--- config.mk ---
export PLATFORM = sky130hd
export DESIGN_NAME = frame_gate_crop_swizzle
export DESIGN_NICKNAME = d
export VERILOG_FILES = /design/src/sv/fgcs_pkg.sv /design/src/sv/fgcs_window.sv /design/src/sv/fgcs_gate.sv /design/src/sv/frame_gate_crop_swizzle.sv
export SDC_FILE = /design/constraint.sdc
export NUM_CORES = 1
export LEC_CHECK = 0
export ABC_CLOCK_PERIOD_IN_PS = 14950
export BUFFER_PORTS_ARGS = -buffer_cell sky130_fd_sc_hd__buf_2
export CORE_MARGIN = 1
export CORE_UTILIZATION = 35
export DETAILED_ROUTE_END_ITERATION = 7
export PLACE_DENSITY = 0.54
export SLEW_MARGIN = 20
export SYNTH_ARGS = -nofsm -noshare
export SYNTH_HDL_FRONTEND = slang
export SYNTH_SLANG_ARGS = --single-unit
--- constraint.sdc ---
create_clock -name clk -period 14.95 [get_ports clk]
set_input_delay 2.99 -clock clk [delete_from_list [all_inputs] [get_ports clk]]
set_output_delay 2.99 -clock clk [all_outputs]
set_load 0.02 [all_outputs]
--- src/sv/fgcs_pkg.sv ---
// Package for the frame gate, crop and swizzle block.
// Holds field widths, register indexes, item kinds and the crop window type.
// No dependencies.
package fgcs_pkg;

  localparam int MAX_DIM = 8192;

  localparam int TS_W    = 63;
  localparam int COORD_W = 13;
  localparam int PIX_W   = 32;
  localparam int OP_W    = 2;
  localparam int MIN_W   = 30;
  localparam int REG_W   = 16;
  localparam int WIN_W   = 18;

  localparam int IN_DATA_W  = 128;
  localparam int OUT_DATA_W = 64;
  localparam int CFG_IDX_W  = 3;
  localparam int CFG_DATA_W = 30;

  localparam logic [OP_W-1:0] OP_FRAME = 2'd0;
  localparam logic [OP_W-1:0] OP_PIXEL = 2'd1;
  localparam logic [OP_W-1:0] OP_SNAP  = 2'd2;

  localparam logic [CFG_IDX_W-1:0] REG_MIN_INTERVAL  = 3'd0;
  localparam logic [CFG_IDX_W-1:0] REG_SUSPENDED     = 3'd1;
  localparam logic [CFG_IDX_W-1:0] REG_CROP_ENABLE   = 3'd2;
  localparam logic [CFG_IDX_W-1:0] REG_REGION_LEFT   = 3'd3;
  localparam logic [CFG_IDX_W-1:0] REG_REGION_TOP    = 3'd4;
  localparam logic [CFG_IDX_W-1:0] REG_REGION_WIDTH  = 3'd5;
  localparam logic [CFG_IDX_W-1:0] REG_REGION_HEIGHT = 3'd6;
  localparam logic [CFG_IDX_W-1:0] REG_SWAP_CHANNELS = 3'd7;

  localparam logic [MIN_W-1:0] MIN_INTERVAL_RESET = 30'd33333333;
  localparam logic [7:0]       ALPHA_OPAQUE       = 8'd255;

  // Clamped crop window: columns x0 <= x < x1, rows y0 <= y < y1.
  typedef struct packed {
    logic signed [WIN_W-1:0] x0;
    logic signed [WIN_W-1:0] x1;
    logic signed [WIN_W-1:0] y0;
    logic signed [WIN_W-1:0] y1;
  } window_t;

endpackage

--- src/sv/fgcs_window.sv ---
// Crop window clamp for the frame gate, crop and swizzle block.
// Registers the window, clamped to the frame, from the crop registers.
// Depends on fgcs_pkg.
module fgcs_window (
  input  logic                            clk,
  input  logic                            crop_enable,
  input  logic signed [fgcs_pkg::REG_W-1:0] region_left,
  input  logic signed [fgcs_pkg::REG_W-1:0] region_top,
  input  logic signed [fgcs_pkg::REG_W-1:0] region_width,
  input  logic signed [fgcs_pkg::REG_W-1:0] region_height,
  output fgcs_pkg::window_t               window
);
  import fgcs_pkg::*;

  localparam logic signed [WIN_W-1:0] MaxDimS = WIN_W'(MAX_DIM);

  logic signed [WIN_W-1:0] left_s, top_s, right_s, bottom_s;
  window_t                 window_next;

  always_comb begin
    left_s   = WIN_W'(region_left);
    top_s    = WIN_W'(region_top);
    right_s  = left_s + WIN_W'(region_width);
    bottom_s = top_s + WIN_W'(region_height);
    if (crop_enable) begin
      window_next.x0 = (left_s < 0) ? '0 : left_s;
      window_next.y0 = (top_s < 0) ? '0 : top_s;
      window_next.x1 = (right_s > MaxDimS) ? MaxDimS : right_s;
      window_next.y1 = (bottom_s > MaxDimS) ? MaxDimS : bottom_s;
    end else begin
      window_next.x0 = '0;
      window_next.y0 = '0;
      window_next.x1 = MaxDimS;
      window_next.y1 = MaxDimS;
    end
  end

  always_ff @(posedge clk) begin
    window <= window_next;
  end

endmodule

--- src/sv/fgcs_gate.sv ---
// Frame gate for the frame gate, crop and swizzle block.
// Holds the rate limit, snap request and open frame state.
// Depends on fgcs_pkg.
module fgcs_gate (
  input  logic                             clk,
  input  logic                             rst,
  input  logic                             fire,
  input  logic [fgcs_pkg::OP_W-1:0]        opcode,
  input  logic [fgcs_pkg::TS_W-1:0]        timestamp,
  input  logic [fgcs_pkg::MIN_W-1:0]       min_interval,
  input  logic                             suspended,
  output logic                             frame_open
);
  import fgcs_pkg::*;

  logic [TS_W-1:0] last_kept_time;
  logic            snap_pending;
  logic [TS_W:0]   diff;
  logic            limit_on;
  logic            early;

  always_comb begin
    diff     = {1'b0, timestamp} - {1'b0, last_kept_time};
    limit_on = (min_interval != '0);
    early    = limit_on && (diff[TS_W] || (diff[TS_W-1:0] < TS_W'(min_interval)));
  end

  always_ff @(posedge clk) begin
    if (rst) begin
      last_kept_time <= '0;
      snap_pending   <= 1'b0;
      frame_open     <= 1'b0;
    end else if (fire) begin
      case (opcode)
        OP_FRAME: begin
          if (early) begin
            frame_open <= 1'b0;
          end else begin
            if (limit_on) begin
              last_kept_time <= timestamp;
            end
            if (suspended && !snap_pending) begin
              frame_open <= 1'b0;
            end else begin
              snap_pending <= 1'b0;
              frame_open   <= 1'b1;
            end
          end
        end
        OP_SNAP: begin
          snap_pending <= 1'b1;
        end
        default: begin
        end
      endcase
    end
  end

endmodule

--- src/sv/frame_gate_crop_swizzle.sv ---
// Top level of the frame gate, crop and swizzle block.
// Holds the registers, the input stage and the output stage.
// Depends on fgcs_pkg, fgcs_window and fgcs_gate.
//
//   Channel   Signals                            Contents
//   s_axis    tvalid tready tdata[127:0] tuser   items: frame start, pixel, snap request
//   m_axis    tvalid tready tdata[63:0]          converted pixels
//   cfg       cfg_we cfg_index cfg_data          register writes
//
// One item is taken per cycle unless m_axis stalls; kept pixels pass both stages.
// The input stage moves on unless a kept pixel waits on a full output register.
// Synchronous reset clears the stage valids and frame state and presets the registers.
// The clamped crop window is registered after the crop registers that a write sets.
module frame_gate_crop_swizzle (
  input  logic                                clk,
  input  logic                                rst,
  input  logic                                s_axis_tvalid,
  output logic                                s_axis_tready,
  // timestamp[62:0], pixel_x[75:63], pixel_y[88:76], pixel_value[120:89], zeros above
  input  logic [fgcs_pkg::IN_DATA_W-1:0]      s_axis_tdata,
  // opcode[1:0]
  input  logic [fgcs_pkg::OP_W-1:0]           s_axis_tuser,
  output logic                                m_axis_tvalid,
  input  logic                                m_axis_tready,
  // out_pixel[31:0], out_x[44:32], out_y[57:45], zeros above
  output logic [fgcs_pkg::OUT_DATA_W-1:0]     m_axis_tdata,
  input  logic                                cfg_we,
  input  logic [fgcs_pkg::CFG_IDX_W-1:0]      cfg_index,
  input  logic [fgcs_pkg::CFG_DATA_W-1:0]     cfg_data
);
  import fgcs_pkg::*;

  // Registers.
  logic [MIN_W-1:0]        min_interval;
  logic                    suspended;
  logic                    crop_enable;
  logic signed [REG_W-1:0] region_left;
  logic signed [REG_W-1:0] region_top;
  logic signed [REG_W-1:0] region_width;
  logic signed [REG_W-1:0] region_height;
  logic                    swap_channels;

  always_ff @(posedge clk) begin
    if (rst) begin
      min_interval  <= MIN_INTERVAL_RESET;
      suspended     <= 1'b0;
      crop_enable   <= 1'b0;
      region_left   <= '0;
      region_top    <= '0;
      region_width  <= '0;
      region_height <= '0;
      swap_channels <= 1'b0;
    end else if (cfg_we) begin
      case (cfg_index)
        REG_MIN_INTERVAL:  min_interval  <= cfg_data[MIN_W-1:0];
        REG_SUSPENDED:     suspended     <= cfg_data[0];
        REG_CROP_ENABLE:   crop_enable   <= cfg_data[0];
        REG_REGION_LEFT:   region_left   <= cfg_data[REG_W-1:0];
        REG_REGION_TOP:    region_top    <= cfg_data[REG_W-1:0];
        REG_REGION_WIDTH:  region_width  <= cfg_data[REG_W-1:0];
        REG_REGION_HEIGHT: region_height <= cfg_data[REG_W-1:0];
        REG_SWAP_CHANNELS: swap_channels <= cfg_data[0];
        default: begin
        end
      endcase
    end
  end

  window_t window;

  fgcs_window u_window (
    .clk           (clk),
    .crop_enable   (crop_enable),
    .region_left   (region_left),
    .region_top    (region_top),
    .region_width  (region_width),
    .region_height (region_height),
    .window        (window)
  );

  // Input stage.
  logic               in_valid;
  logic [OP_W-1:0]    in_op;
  logic [TS_W-1:0]    in_ts;
  logic [COORD_W-1:0] in_x;
  logic [COORD_W-1:0] in_y;
  logic [PIX_W-1:0]   in_pix;

  logic frame_open;
  logic out_free;
  logic keep;
  logic advance;
  logic signed [WIN_W-1:0] x_s, y_s;
  logic [PIX_W-1:0]   pix_next;
  logic [COORD_W-1:0] x_next, y_next;
  logic [WIN_W-1:0]   dx, dy;

  always_comb begin
    x_s  = WIN_W'($signed({1'b0, in_x}));
    y_s  = WIN_W'($signed({1'b0, in_y}));
    keep = (in_op == OP_PIXEL) && frame_open &&
           (x_s >= window.x0) && (x_s < window.x1) &&
           (y_s >= window.y0) && (y_s < window.y1);
    dx     = WIN_W'(x_s - window.x0);
    dy     = WIN_W'(y_s - window.y0);
    x_next = dx[COORD_W-1:0];
    y_next = dy[COORD_W-1:0];
    if (swap_channels) begin
      pix_next = {ALPHA_OPAQUE, in_pix[7:0], in_pix[15:8], in_pix[23:16]};
    end else begin
      pix_next = in_pix;
    end
    out_free      = !m_axis_tvalid || m_axis_tready;
    advance       = in_valid && (out_free || !keep);
    s_axis_tready = !in_valid || advance;
  end

  always_ff @(posedge clk) begin
    if (rst) begin
      in_valid <= 1'b0;
    end else if (s_axis_tready) begin
      in_valid <= s_axis_tvalid;
    end
  end

  always_ff @(posedge clk) begin
    if (s_axis_tvalid && s_axis_tready) begin
      in_op  <= s_axis_tuser;
      in_ts  <= s_axis_tdata[TS_W-1:0];
      in_x   <= s_axis_tdata[TS_W+COORD_W-1:TS_W];
      in_y   <= s_axis_tdata[TS_W+2*COORD_W-1:TS_W+COORD_W];
      in_pix <= s_axis_tdata[TS_W+2*COORD_W+PIX_W-1:TS_W+2*COORD_W];
    end
  end

  fgcs_gate u_gate (
    .clk          (clk),
    .rst          (rst),
    .fire         (advance),
    .opcode       (in_op),
    .timestamp    (in_ts),
    .min_interval (min_interval),
    .suspended    (suspended),
    .frame_open   (frame_open)
  );

  // Output stage.
  always_ff @(posedge clk) begin
    if (rst) begin
      m_axis_tvalid <= 1'b0;
    end else if (out_free) begin
      m_axis_tvalid <= in_valid && keep;
    end
  end

  always_ff @(posedge clk) begin
    if (out_free && in_valid && keep) begin
      m_axis_tdata <= {(OUT_DATA_W - PIX_W - 2*COORD_W)'(0), y_next, x_next, pix_next};
    end
  end

endmodule
==> impl_metrics.py, run 1 <==
metrics = {
    "status": {
        "status": "finished clean",
    },
    "logic_synthesis": {
        "synth_area_leaders": "edfxtp_1 24%, dfxtp_1 21%, ha_1 9.8%",
        "syn-cell-area_mm2": 0.0222,
        "synth_top_area_share_pct": 24.5,
        "yosysSeqAreaShare_pct": 45.2,
        "synth-seq-cells": 411,
        "synth_largest_area_cell": "edfxtp_1",
        "ys_warn_count": 0,
        "synthArstFlopShare_pct": 0,
        "synth_edf_count": 181,
        "ys_dominant_reg_cell": "dfxtp_1",
        "syn_inst": 2397,
        "avgSynthCellArea_um2": 9.26,
        "synthDistinctLibCells": 82,
    },
    "job": {
        "max_cap_viol_count": 0,
    },
    "timing": {
        "timing.final.ws_setup_ps": 7570,
        "min_period_over_period_pct": 49.4,
        "hold_viol_final": 0,
        "drv_slew": 0,
        "skew_ps": 14.7,
        "whs_ps": 417,
        "finalSetupTns_ps": 0,
        "finalCriticalPeriod_ps": 7380,
        "fmax_mhz": 135,
        "slew_headroom_pct": 27.1,
        "setup_viol": 0,
        "worst_pin_slew_ps": 1090,
        "rsz0062_at_grt": "no",
    },
    "global_route": {
        "grt_max_degree": 111,
        "grt_overflow_total": 0,
        "grt_antenna_before_repair": 2,
        "grt_util_all_layers_pct": 17.6,
        "grt_pass1_vias": 17000,
        "grt_pass1_wl_um": 90400,
    },
    "die": {
        "rows": 91,
        "ios": 234,
        "die_w_um": 254,
        "coreArea_mm2": 0.0622,
        "die_area_mm2": 0.0644,
        "chipHeight_um": 254,
        "initial_core_util_pct": 35.7,
    },
    "worst_setup_path": {
        "crit_buf_inv": 2,
        "crit_slowest_cell": "a2111oi_0",
        "reg2reg_setup_slack_ps": 8830,
        "reg2reg_from": "in_ts[10]",
        "path_delay_family": "compound AO/OA/AOI/OAI gates",
        "cp_common_cell": "o21ai_0",
        "cp-end-kind": "primary output",
        "startpoint_type": "flip-flop",
        "worstRegToRegCells": 22,
        "cp_slowest_stage_delay_ps": 430,
        "crit_required_ps": 11960,
        "worstSetupPathType": "flip-flop to primary output",
        "r2r_end": "u_gate.last_kept_time[3]",
        "cp_max_fo": 3,
        "cp.arrival_ps": 4390,
        "crit_chain": "inv_1, ha_1, fa_1, nor2b_1, o21ai_0, a21boi_0, o21ai_0, a21boi_0, o21ai_0, a21oi_1, o21ai_0, a2111oi_0, nand4_1, or2_2, buf_2",
    },
    "routing": {
        "routed_wl_um": 57400,
        "wl_per_cell_um": 16.6,
        "drtAntennaViolNets": 0,
        "drt_first_iter_violations": 782,
        "via_count": 17200,
        "via_per_inst": 4.99,
        "dr.pass1.iters": 5,
        "drc": 0,
    },
    "clock_network": {
        "cts_setup_buffers": 0,
        "htreeDepth": 2,
        "cts_hold_buf": 0,
        "clkTransAtPathRegs_ps": 60,
        "root_buffer": "clkbuf_16",
        "cts-resized-gates": 0,
        "clk_latency_ps": 590,
        "clock-sinks": 411,
        "cts_tree": "built",
        "cts_buffer_depth": 3,
        "cts_buffers": 47,
    },
    "layout": {
        "fin_nets": 2924,
        "syn2layout_area_growth_pct": 14.9,
        "fillers": 6234,
        "drive_gt1_share_pct": 13.7,
    },
    "min_path": {
        "min_path_cells": 0,
        "holdPathEnd": "m_axis_tdata[10]",
        "hold_class": "flip-flop to flip-flop",
        "hold_start": "in_pix[10]",
    },
    "pwr": {
        "power_density_mw_per_mm2": 110,
        "power.leakage_uw": 0.00987,
        "peakVddDrop_v": 0.0000787,
    },
    "placed_design": {
        "place.port_buffers": 220,
        "place_ws_ps": 8150,
        "routabilityCongestion": 0.868,
        "hpwl_um": 44100,
    },
}
==> stage by stage <==
stage               std cells  utilization, %  total power [uW]  instance area, um2
finish                   3454            41.0              2800               25500
global route             3453            41.0              2940               25500
CTS                      3453            41.0              2850               25500
detailed placement       3365            38.5              1670               23900
global placement         3365            38.5              1660               23900
floorplan                2404               -              1540               22200
==> worst reg2reg max path, stage by stage, from the launching register on <==
cell and delay [ps]:
edfxtp_1 400, ha_1 430, a21oi_1 260, nand2b_1 160, o221ai_1 150, o32a_1 350, o2111ai_1 570, and2_4 260
nand2_1 60, xor2_1 160, ha_1 200, a21oi_1 140, o221ai_1 140, a2111oi_0 350, o2111ai_1 200, nor4_1 400
o2111a_1 250, nand4_1 110, nor4_1 420, a31oi_1 240, nor3b_4 210, buf_4 310, mux2i_1 240
==> layout by cell type, fill, tap and decap left out, types with 6 or more instances in the layout <==
cell type and instances:
o21a_1 22, mux2_2 17, nand2b_1 17, edfxtp_1 181, buf_4 8, clkbuf_8 11
a21oi_1 214, o21bai_1 11, or3_1 11, a21boi_0 16, mux2i_1 70, nor2_1 119
nand2_1 415, nand4_1 41, a21o_1 52, clkbuf_16 48, nor3_1 24, and3_1 18
xor2_1 36, a211o_1 8, o31ai_1 7, o211ai_1 27, o2111ai_1 10, a2111oi_0 6
and2_1 35, a31oi_1 19, xnor2_1 34, conb_1 8, nand3_1 25, nor2b_1 21
dfxtp_1 230, o21ai_0 87, buf_2 220, ha_1 174, a211oi_1 12, or2_2 19
clkbuf_1 11, nor4_1 19, o221ai_1 7, inv_1 203
==> power by group <==
| part | switching (uW) | leakage, uW | internal, uW |
|---|---|---|---|
| Sequential | 24.8 | 0.00358 | 1220 |
| Clock | 470 | 0.000770 | 686 |
| Combinational | 246 | 0.00551 | 156 |
| Total | 741 | 0.00987 | 2060 |
==> synth_stat cells, drive strengths merged (27+ instances only) <==
cell type,instances
nor2,119
ha,174
clkbuf,75
edfxtp,181
and2,37
inv,203
xnor2,34
buf,30
a21oi,215
dfxtp,230
o211ai,27
a21o,53
o21ai,90
nand4,41
xor2,36
nand2,415
mux2i,70
==> worst max path at each step <==
| stage | start | endpoint | slack, ps | depth (start not counted) |
|---|---|---|---|---|
| 2_1_floorplan | m_axis_tready | in_op[0] | 8300 | 3 |
| 3_3_place_gp | in_y[0] | s_axis_tready | 8210 | 15 |
| 3_5_place_dp | in_y[0] | s_axis_tready | 8150 | 15 |
| 4_1_cts | in_y[0] | s_axis_tready | 7460 | 15 |
| 5_1_grt | in_y[0] | s_axis_tready | 7140 | 15 |
| 6_report | in_y[0] | s_axis_tready | 7570 | 15 |
==> registers in the layout (all words and copies together) (netlist names) <==
signal,flops
in_ts,63
in_y,13
u_gate.frame_open,1
min_interval,30
suspended,1
region_height,16
in_pix,32
in_valid,1
m_axis_tdata,58
u_gate.last_kept_time,63
crop_enable,1
region_left,16
in_op,2
region_width,16
u_gate.snap_pending,1
region_top,16
in_x,13
m_axis_tvalid,1
swap_channels,1
u_window.window,66
==> cell families (layout without fill, tap and decap cells) <==
kind of cell	Yosys count	after routing	synth area share, %
other	1	9	0.0169
muxes	87	87	4.02
xor gates and xnor gates	70	70	2.76
AOI/OAI and AO/OA	544	544	15.4
adders and majority gates	179	179	10.3
and+or+nand+nor	796	796	16.4
buffers and inverters	309	521	5.93
DFF	411	411	45.2
==> routing by layer <==
metal | share of wire, % | up-vias | wire, um | track usage, %
met4 | 2.5 | 2 | 1420 | 5.23
met2 | 47 | 342 | 26700 | 29.4
li1 | - | 8777 | - | -
met1 | 47 | 8021 | 26900 | 23.6
met3 | 4.1 | 78 | 2330 | 2.53
met5 | 0.030 | - | 17 | 0
==> area by class of cell <==
type / instances / area [um2] / share of cell area, %
clock inverters: 15 / 173 / 0.677
diodes: 1 / 2.50 / 0.00981
well taps: 837 / 1050 / 4.11
flip-flops and latches: 411 / 10000 / 39.4
clock buffers: 73 / 1410 / 5.52
repair buffers: 229 / 1170 / 4.60
multi-input cells: 1684 / 10900 / 42.7
inverters: 204 / 768 / 3.01
Note: power is estimated with default switching activity, not from simulation.
==> run 2, diff against run 1 <==
--- a/config.mk
+++ b/config.mk
@@ -5,7 +5,7 @@
 export SDC_FILE = /design/constraint.sdc
 export NUM_CORES = 1
 export LEC_CHECK = 0
-export ABC_CLOCK_PERIOD_IN_PS = 14950
+export ABC_CLOCK_PERIOD_IN_PS = 7250
 export BUFFER_PORTS_ARGS = -buffer_cell sky130_fd_sc_hd__buf_2
 export CORE_MARGIN = 1
 export CORE_UTILIZATION = 35
==> constraint.sdc (replaced) <==
create_clock -name clk -period 7.25 [get_ports clk]
set_input_delay 1.45 -clock clk [delete_from_list [all_inputs] [get_ports clk]]
set_output_delay 1.45 -clock clk [all_outputs]
set_load 0.02 [all_outputs]
==> run 2 against run 1 <==
Wire length increased by 0.65%; via count barely moved; sequential cell count unchanged; non-clock buffer count unchanged; critical endpoint is now u_gate.last_kept_time[38]; highest routed layer unchanged.
==> impl_metrics.py, run 2 (same netlist as run 1, synthesis figures left out) <==
metrics = {
    "global_route": {
        "grt_max_degree": 92,
        "grt_pass1_wl_um": 90600,
        "use_met3_pct": 2.67,
        "grt_overflow_total": 0,
        "grt_pass1_vias": 17000,
        "use_met2_pct": 29.8,
        "grtUsageMet1_pct": 23.4,
        "grt_util_all_layers_pct": 17.7,
        "grt_busiest_layer": "met2",
        "grt_antenna_before_repair": 3,
    },
    "timing": {
        "drv_slew": 0,
        "fmax_mhz": 163,
        "rsz0062_at_grt": "no",
        "min_period_over_period_pct": 84.5,
        "hold_viol_final": 0,
        "finalCriticalPeriod_ps": 6130,
        "finalSetupTns_ps": 0,
        "skew_ps": 44.0,
        "worst_pin_slew_ps": 1030,
        "timing.final.ws_setup_ps": 1120,
        "slew_headroom_pct": 31.1,
        "setup_viol": 0,
    },
    "layout": {
        "fin_nets": 2924,
        "layout_commonest_cell": "nand2_1",
        "top_regs": "u_window.window: 66 flops, in_ts: 63 flops, u_gate.last_kept_time: 63 flops",
        "syn2layout_area_growth_pct": 14.5,
        "regMostFlops": "u_window.window",
        "final_core_util_pct": 40.9,
        "stdcell_count": 3453,
        "drive_gt1_share_pct": 13.5,
        "layout_common_cells": "415 x nand2_1, 230 x dfxtp_1, 220 x buf_2, 214 x a21oi_1, 203 x inv_1",
        "largest_register_ffs": 66,
        "postLayoutCellArea_mm2": 0.0254,
    },
    "clock_network": {
        "htreeDepth": 2,
        "cts_hold_buf": 0,
        "cts_buffers": 47,
        "clk_latency_ps": 610,
        "cts_buffer_depth": 3,
        "root_buffer": "clkbuf_16",
        "clock-sinks": 411,
        "clkTransAtPathRegs_ps": 60,
        "cts_setup_buffers": 0,
        "cts_tree": "built",
        "cts-resized-gates": 0,
    },
    "worst_setup_path": {
        "cp_max_fo": 63,
        "crit_chain": "ha_1, a21oi_1, nand2b_1, o221ai_1, o32a_1, o2111ai_1, and2_4, nand2_1, xor2_1, ha_1, a21oi_1, o221ai_1, a2111oi_0, o2111ai_1, nor4_1, o2111a_1, nand4_1, nor4_1, a31oi_1, nor3b_4, buf_6, mux2i_1",
        "worstRegToRegCells": 22,
        "reg2reg_setup_slack_ps": 1120,
        "startpoint_type": "flip-flop",
        "worstSetupPathType": "flip-flop to flip-flop",
        "crit_slowest_cell": "o2111ai_1",
        "cp-end-kind": "flip-flop",
        "reg2reg_from": "in_ts[10]",
        "crit_required_ps": 7670,
        "cp.arrival_ps": 6550,
        "cp_slowest_stage_delay_ps": 570,
        "r2r_end": "u_gate.last_kept_time[38]",
    },
    "min_path": {
        "min_path_cells": 0,
        "holdPathEnd": "m_axis_tdata[9]",
        "hold_class": "flip-flop to flip-flop",
        "hold_start": "in_pix[9]",
    },
    "status": {
        "status": "finished clean",
    },
    "die": {
        "ios": 234,
        "die_area_mm2": 0.0644,
        "initial_core_util_pct": 35.7,
        "rows": 91,
        "chipHeight_um": 254,
        "coreArea_mm2": 0.0622,
        "die_w_um": 254,
    },
    "routing": {
        "dr.pass1.iters": 5,
        "drc": 0,
        "wl_per_cell_um": 16.7,
        "via_per_inst": 4.99,
        "drt_first_iter_violations": 755,
        "routed_wl_um": 57800,
        "drtAntennaViolNets": 0,
        "via_count": 17200,
    },
    "placed_design": {
        "place_inst": 3365,
        "place_ws_ps": 1010,
        "placement.cell_area_mm2": 0.0239,
        "hpwl_um": 44200,
        "place.port_buffers": 220,
        "routabilityCongestion": 0.905,
    },
    "pwr": {
        "power_density_mw_per_mm2": 223,
        "peakVddDrop_v": 0.000146,
        "power.leakage_uw": 0.00983,
    },
    "job": {
        "max_cap_viol_count": 0,
    },
}
==> run 2: changes by cell type in the layout (fill, tap and decap cells not counted), sizes merged <==
| cell | delta |
|---|---|
| clkinvlp | -3 |
| diode | +1 |
| inv | +2 |
| bufinv | -2 |
| clkinv | +7 |
| clkbuf | -6 |
==> run 2: how the worst max path moves through the flow <==
stage,cells after the start,startpoint,to
3_5_place_dp,22,in_ts[10],u_gate.last_kept_time[6]
4_1_cts,23,in_ts[0],u_gate.last_kept_time[43]
5_1_grt,22,in_ts[10],u_gate.last_kept_time[38]
6_report,22,in_ts[10],u_gate.last_kept_time[38]
3_3_place_gp,23,in_ts[0],u_gate.last_kept_time[0]
2_1_floorplan,13,in_x[2],in_op[0]
==> run 2: where the power goes <==
part / internal (uW) / switching, uW / total, uW
clock network: 1300 / 984 / 2280
logic: 322 / 510 / 832
registers: 2510 / 50.5 / 2560
==> run 2: routing by layer <==
metal	part of all wire (%)	wire length (um)
met1	47	26900
met2	46	26900
met3	4.7	2730
met4	2.2	1240
met5	0.029	17
==> run 2: final cells by class <==
cell class	count	area, um2
clock inverter	19	149
clock buffer	67	1340
tap	837	1050
inverter	204	768
timing repair buffer	229	1170
antenna	2	5.00
fill	6268	36700
sequential	411	10000
multi-input combinational	1684	10900
==> run 2: critical path: cells and delay by family, from the launching register on <==
| family | cells | cell delay [ps] |
|---|---|---|
| AOI/OAI and AO/OA | 10 | 2550 |
| xor gates and xnor gates | 1 | 160 |
| adders and majority gates | 2 | 610 |
| buffers and inverters | 1 | 340 |
| DFF | 1 | 390 |
| muxes | 1 | 210 |
| and+or+nand+nor | 7 | 1620 |
==> run 2: per-stage QoR <==
step           power (uW)  hold WS (ps)
2_1_floorplan        3180           400
3_3_place_gp         3420           400
3_5_place_dp         3440           406
4_1_cts              5760           407
5_1_grt              5950           413
6_report             5680           406
==> run 3, diff against run 2 <==
--- a/config.mk
+++ b/config.mk
@@ -5,7 +5,7 @@
 export SDC_FILE = /design/constraint.sdc
 export NUM_CORES = 1
 export LEC_CHECK = 0
-export ABC_CLOCK_PERIOD_IN_PS = 7250
+export ABC_CLOCK_PERIOD_IN_PS = 6300
 export BUFFER_PORTS_ARGS = -buffer_cell sky130_fd_sc_hd__buf_2
 export CORE_MARGIN = 1
 export CORE_UTILIZATION = 35
==> constraint.sdc (replaced) <==
create_clock -name clk -period 6.3 [get_ports clk]
set_input_delay 1.26 -clock clk [delete_from_list [all_inputs] [get_ports clk]]
set_output_delay 1.26 -clock clk [all_outputs]
set_load 0.02 [all_outputs]
==> run 3 against run 2 <==
First-iteration DRC count increased by 30%; largest cell class unchanged; count of clock-buffer cells in the layout decreased by 1; sequential share of layout area decreased by 0.19 points; utilization increased by 0.20 points; via count about the same; clock power increased by 18%; die area unchanged; highest routed layer is now met4; combinational power increased by 16%; global-route usage increased by 0.087 points.
==> impl_metrics.py, run 3 (same netlist as run 1, synthesis figures left out) <==
metrics = {
    "timing": {
        "finalSetupTns_ps": 0,
        "whs_ps": 412,
        "min_period_over_period_pct": 92.2,
        "rsz0062_at_grt": "no",
        "skew_ps": 25.7,
        "fmax_mhz": 172,
        "finalCriticalPeriod_ps": 5810,
        "worst_pin_slew_ps": 1090,
        "setup_viol": 0,
        "drv_slew": 0,
        "hold_viol_final": 0,
        "slew_headroom_pct": 27.4,
    },
    "pwr": {
        "clkPwrFrac_pct": 40.8,
        "p_sw_share_pct": 27.0,
        "power.leakage_uw": 0.00989,
        "pwr-share-comb_pct": 14.6,
        "power_density_mw_per_mm2": 258,
        "peakVddDrop_v": 0.000175,
        "seq_power_share_pct": 44.7,
        "power_switching_uw": 1780,
        "cellInternalPower_uw": 4810,
    },
    "placed_design": {
        "hpwl_um": 44200,
        "routabilityCongestion": 0.889,
        "placement.cell_area_mm2": 0.0240,
        "place.port_buffers": 220,
    },
    "clock_network": {
        "cts_buffer_depth": 3,
        "clock-sinks": 411,
        "cts_setup_buffers": 0,
        "cts-resized-gates": 0,
        "clk_latency_ps": 600,
        "cts_hold_buf": 0,
        "cts_tree": "built",
        "clkTransAtPathRegs_ps": 60,
        "root_buffer": "clkbuf_16",
        "cts_buffers": 47,
        "htreeDepth": 2,
    },
    "status": {
        "status": "finished clean",
    },
    "layout": {
        "final_core_util_pct": 41.1,
        "postLayoutCellArea_mm2": 0.0255,
        "fin_nets": 2929,
        "top_regs": "u_window.window: 66 flops, in_ts: 63 flops, u_gate.last_kept_time: 63 flops",
        "layout_common_cells": "415 x nand2_1, 230 x dfxtp_1, 220 x buf_2, 214 x a21oi_1, 203 x inv_1",
        "largest_register_ffs": 66,
        "regMostFlops": "u_window.window",
        "layout_commonest_cell": "nand2_1",
        "syn2layout_area_growth_pct": 15.0,
        "drive_gt1_share_pct": 13.9,
    },
    "global_route": {
        "grt_antenna_before_repair": 1,
        "grt_max_degree": 86,
        "grt_pass1_vias": 17100,
        "grt_util_all_layers_pct": 17.8,
        "grt_pass1_wl_um": 91100,
        "grt_overflow_total": 0,
    },
    "die": {
        "die_area_mm2": 0.0644,
        "die_w_um": 254,
        "chipHeight_um": 254,
        "initial_core_util_pct": 35.7,
        "coreArea_mm2": 0.0622,
        "ios": 234,
        "rows": 91,
    },
    "worst_setup_path": {
        "crit_required_ps": 6770,
        "worstSetupPathType": "flip-flop to flip-flop",
        "crit_chain": "ha_1, a21oi_1, nand2b_1, o221ai_1, o32a_1, o2111ai_1, and2_4, nand2_1, xor2_1, ha_1, a21oi_1, o221ai_1, a2111oi_0, o2111ai_1, nor4_1, o2111a_1, nand4_1, nor4_1, a31oi_1, nor3b_4, buf_4, mux2i_1",
        "path_delay_family": "compound AO/OA/AOI/OAI gates",
        "cp-end-kind": "flip-flop",
        "cp_max_fo": 12,
        "cp_slowest_stage_delay_ps": 500,
        "startpoint_type": "flip-flop",
        "cp.arrival_ps": 6280,
        "crit_buf_inv": 1,
        "reg2reg_setup_slack_ps": 490,
        "crit_slowest_cell": "nor4_1",
    },
    "routing": {
        "via_count": 17200,
        "drtAntennaViolNets": 0,
        "via_per_inst": 4.98,
        "routed_wl_um": 57800,
        "wl_per_cell_um": 16.7,
        "drc": 0,
        "dr.pass1.iters": 5,
        "drt_first_iter_violations": 982,
    },
    "min_path": {
        "hold_class": "flip-flop to flip-flop",
    },
    "job": {
        "max_cap_viol_count": 0,
    },
}
run 3: changes by cell type in the layout (fill, tap and decap cells not counted), sizes merged:
cell      previous run  this run
inv                207       206
buf                229       234
diode                2         4
clkinvlp             0         2
clkinv              16        17
clkbuf              67        66
bufinv               0         1
run 3: stage by stage:
| step | cells | setup WS [ps] | power [uW] |
|---|---|---|---|
| 6_report | 3462 | 490 | 6600 |
| 5_1_grt | 3458 | 153 | 6930 |
| 4_1_cts | 3458 | 499 | 6690 |
| 3_5_place_dp | 3370 | 544 | 3960 |
| 3_3_place_gp | 3370 | 617 | 3940 |
| 2_1_floorplan | 2404 | 542 | 3660 |
run 3: cell type report:
class	instances	area (um2)
diodes	4	10.0
multi-input cells	1684	10900
repair buffers	234	1240
flip-flops and latches	411	10000
inverters	204	768
clock inverters	22	183
fillers	6239	36600
clock buffers	66	1350
well taps	837	1050
run 3: final timing paths:
path	from	to	depth (start not counted)
worst min-delay path	in_pix[12]	m_axis_tdata[12]	0
worst max register to register	in_ts[10]	u_gate.last_kept_time[0]	22
worst max-delay path	in_ts[10]	u_gate.last_kept_time[0]	22
worst min register to register	in_pix[12]	m_axis_tdata[12]	0
run 3: power groups by stage:
stage	combinational, uW	clock [uW]	sequential, uW
floorplan	680	0	2980
global placement	941	0	3000
detailed placement	957	0	3000
CTS	962	2780	2950
global route	1080	2890	2960
finish	961	2690	2950
run 3: metal layers:
layer | vias to the layer above | share of wire (%) | global-route usage [%]
li1 | 8787 | - | -
met1 | 8097 | 48 | 24.2
met2 | 288 | 46 | 29.4
met3 | 69 | 4.0 | 2.77
met4 | 0 | 2.0 | 4.54
met5 | - | 0 | 0
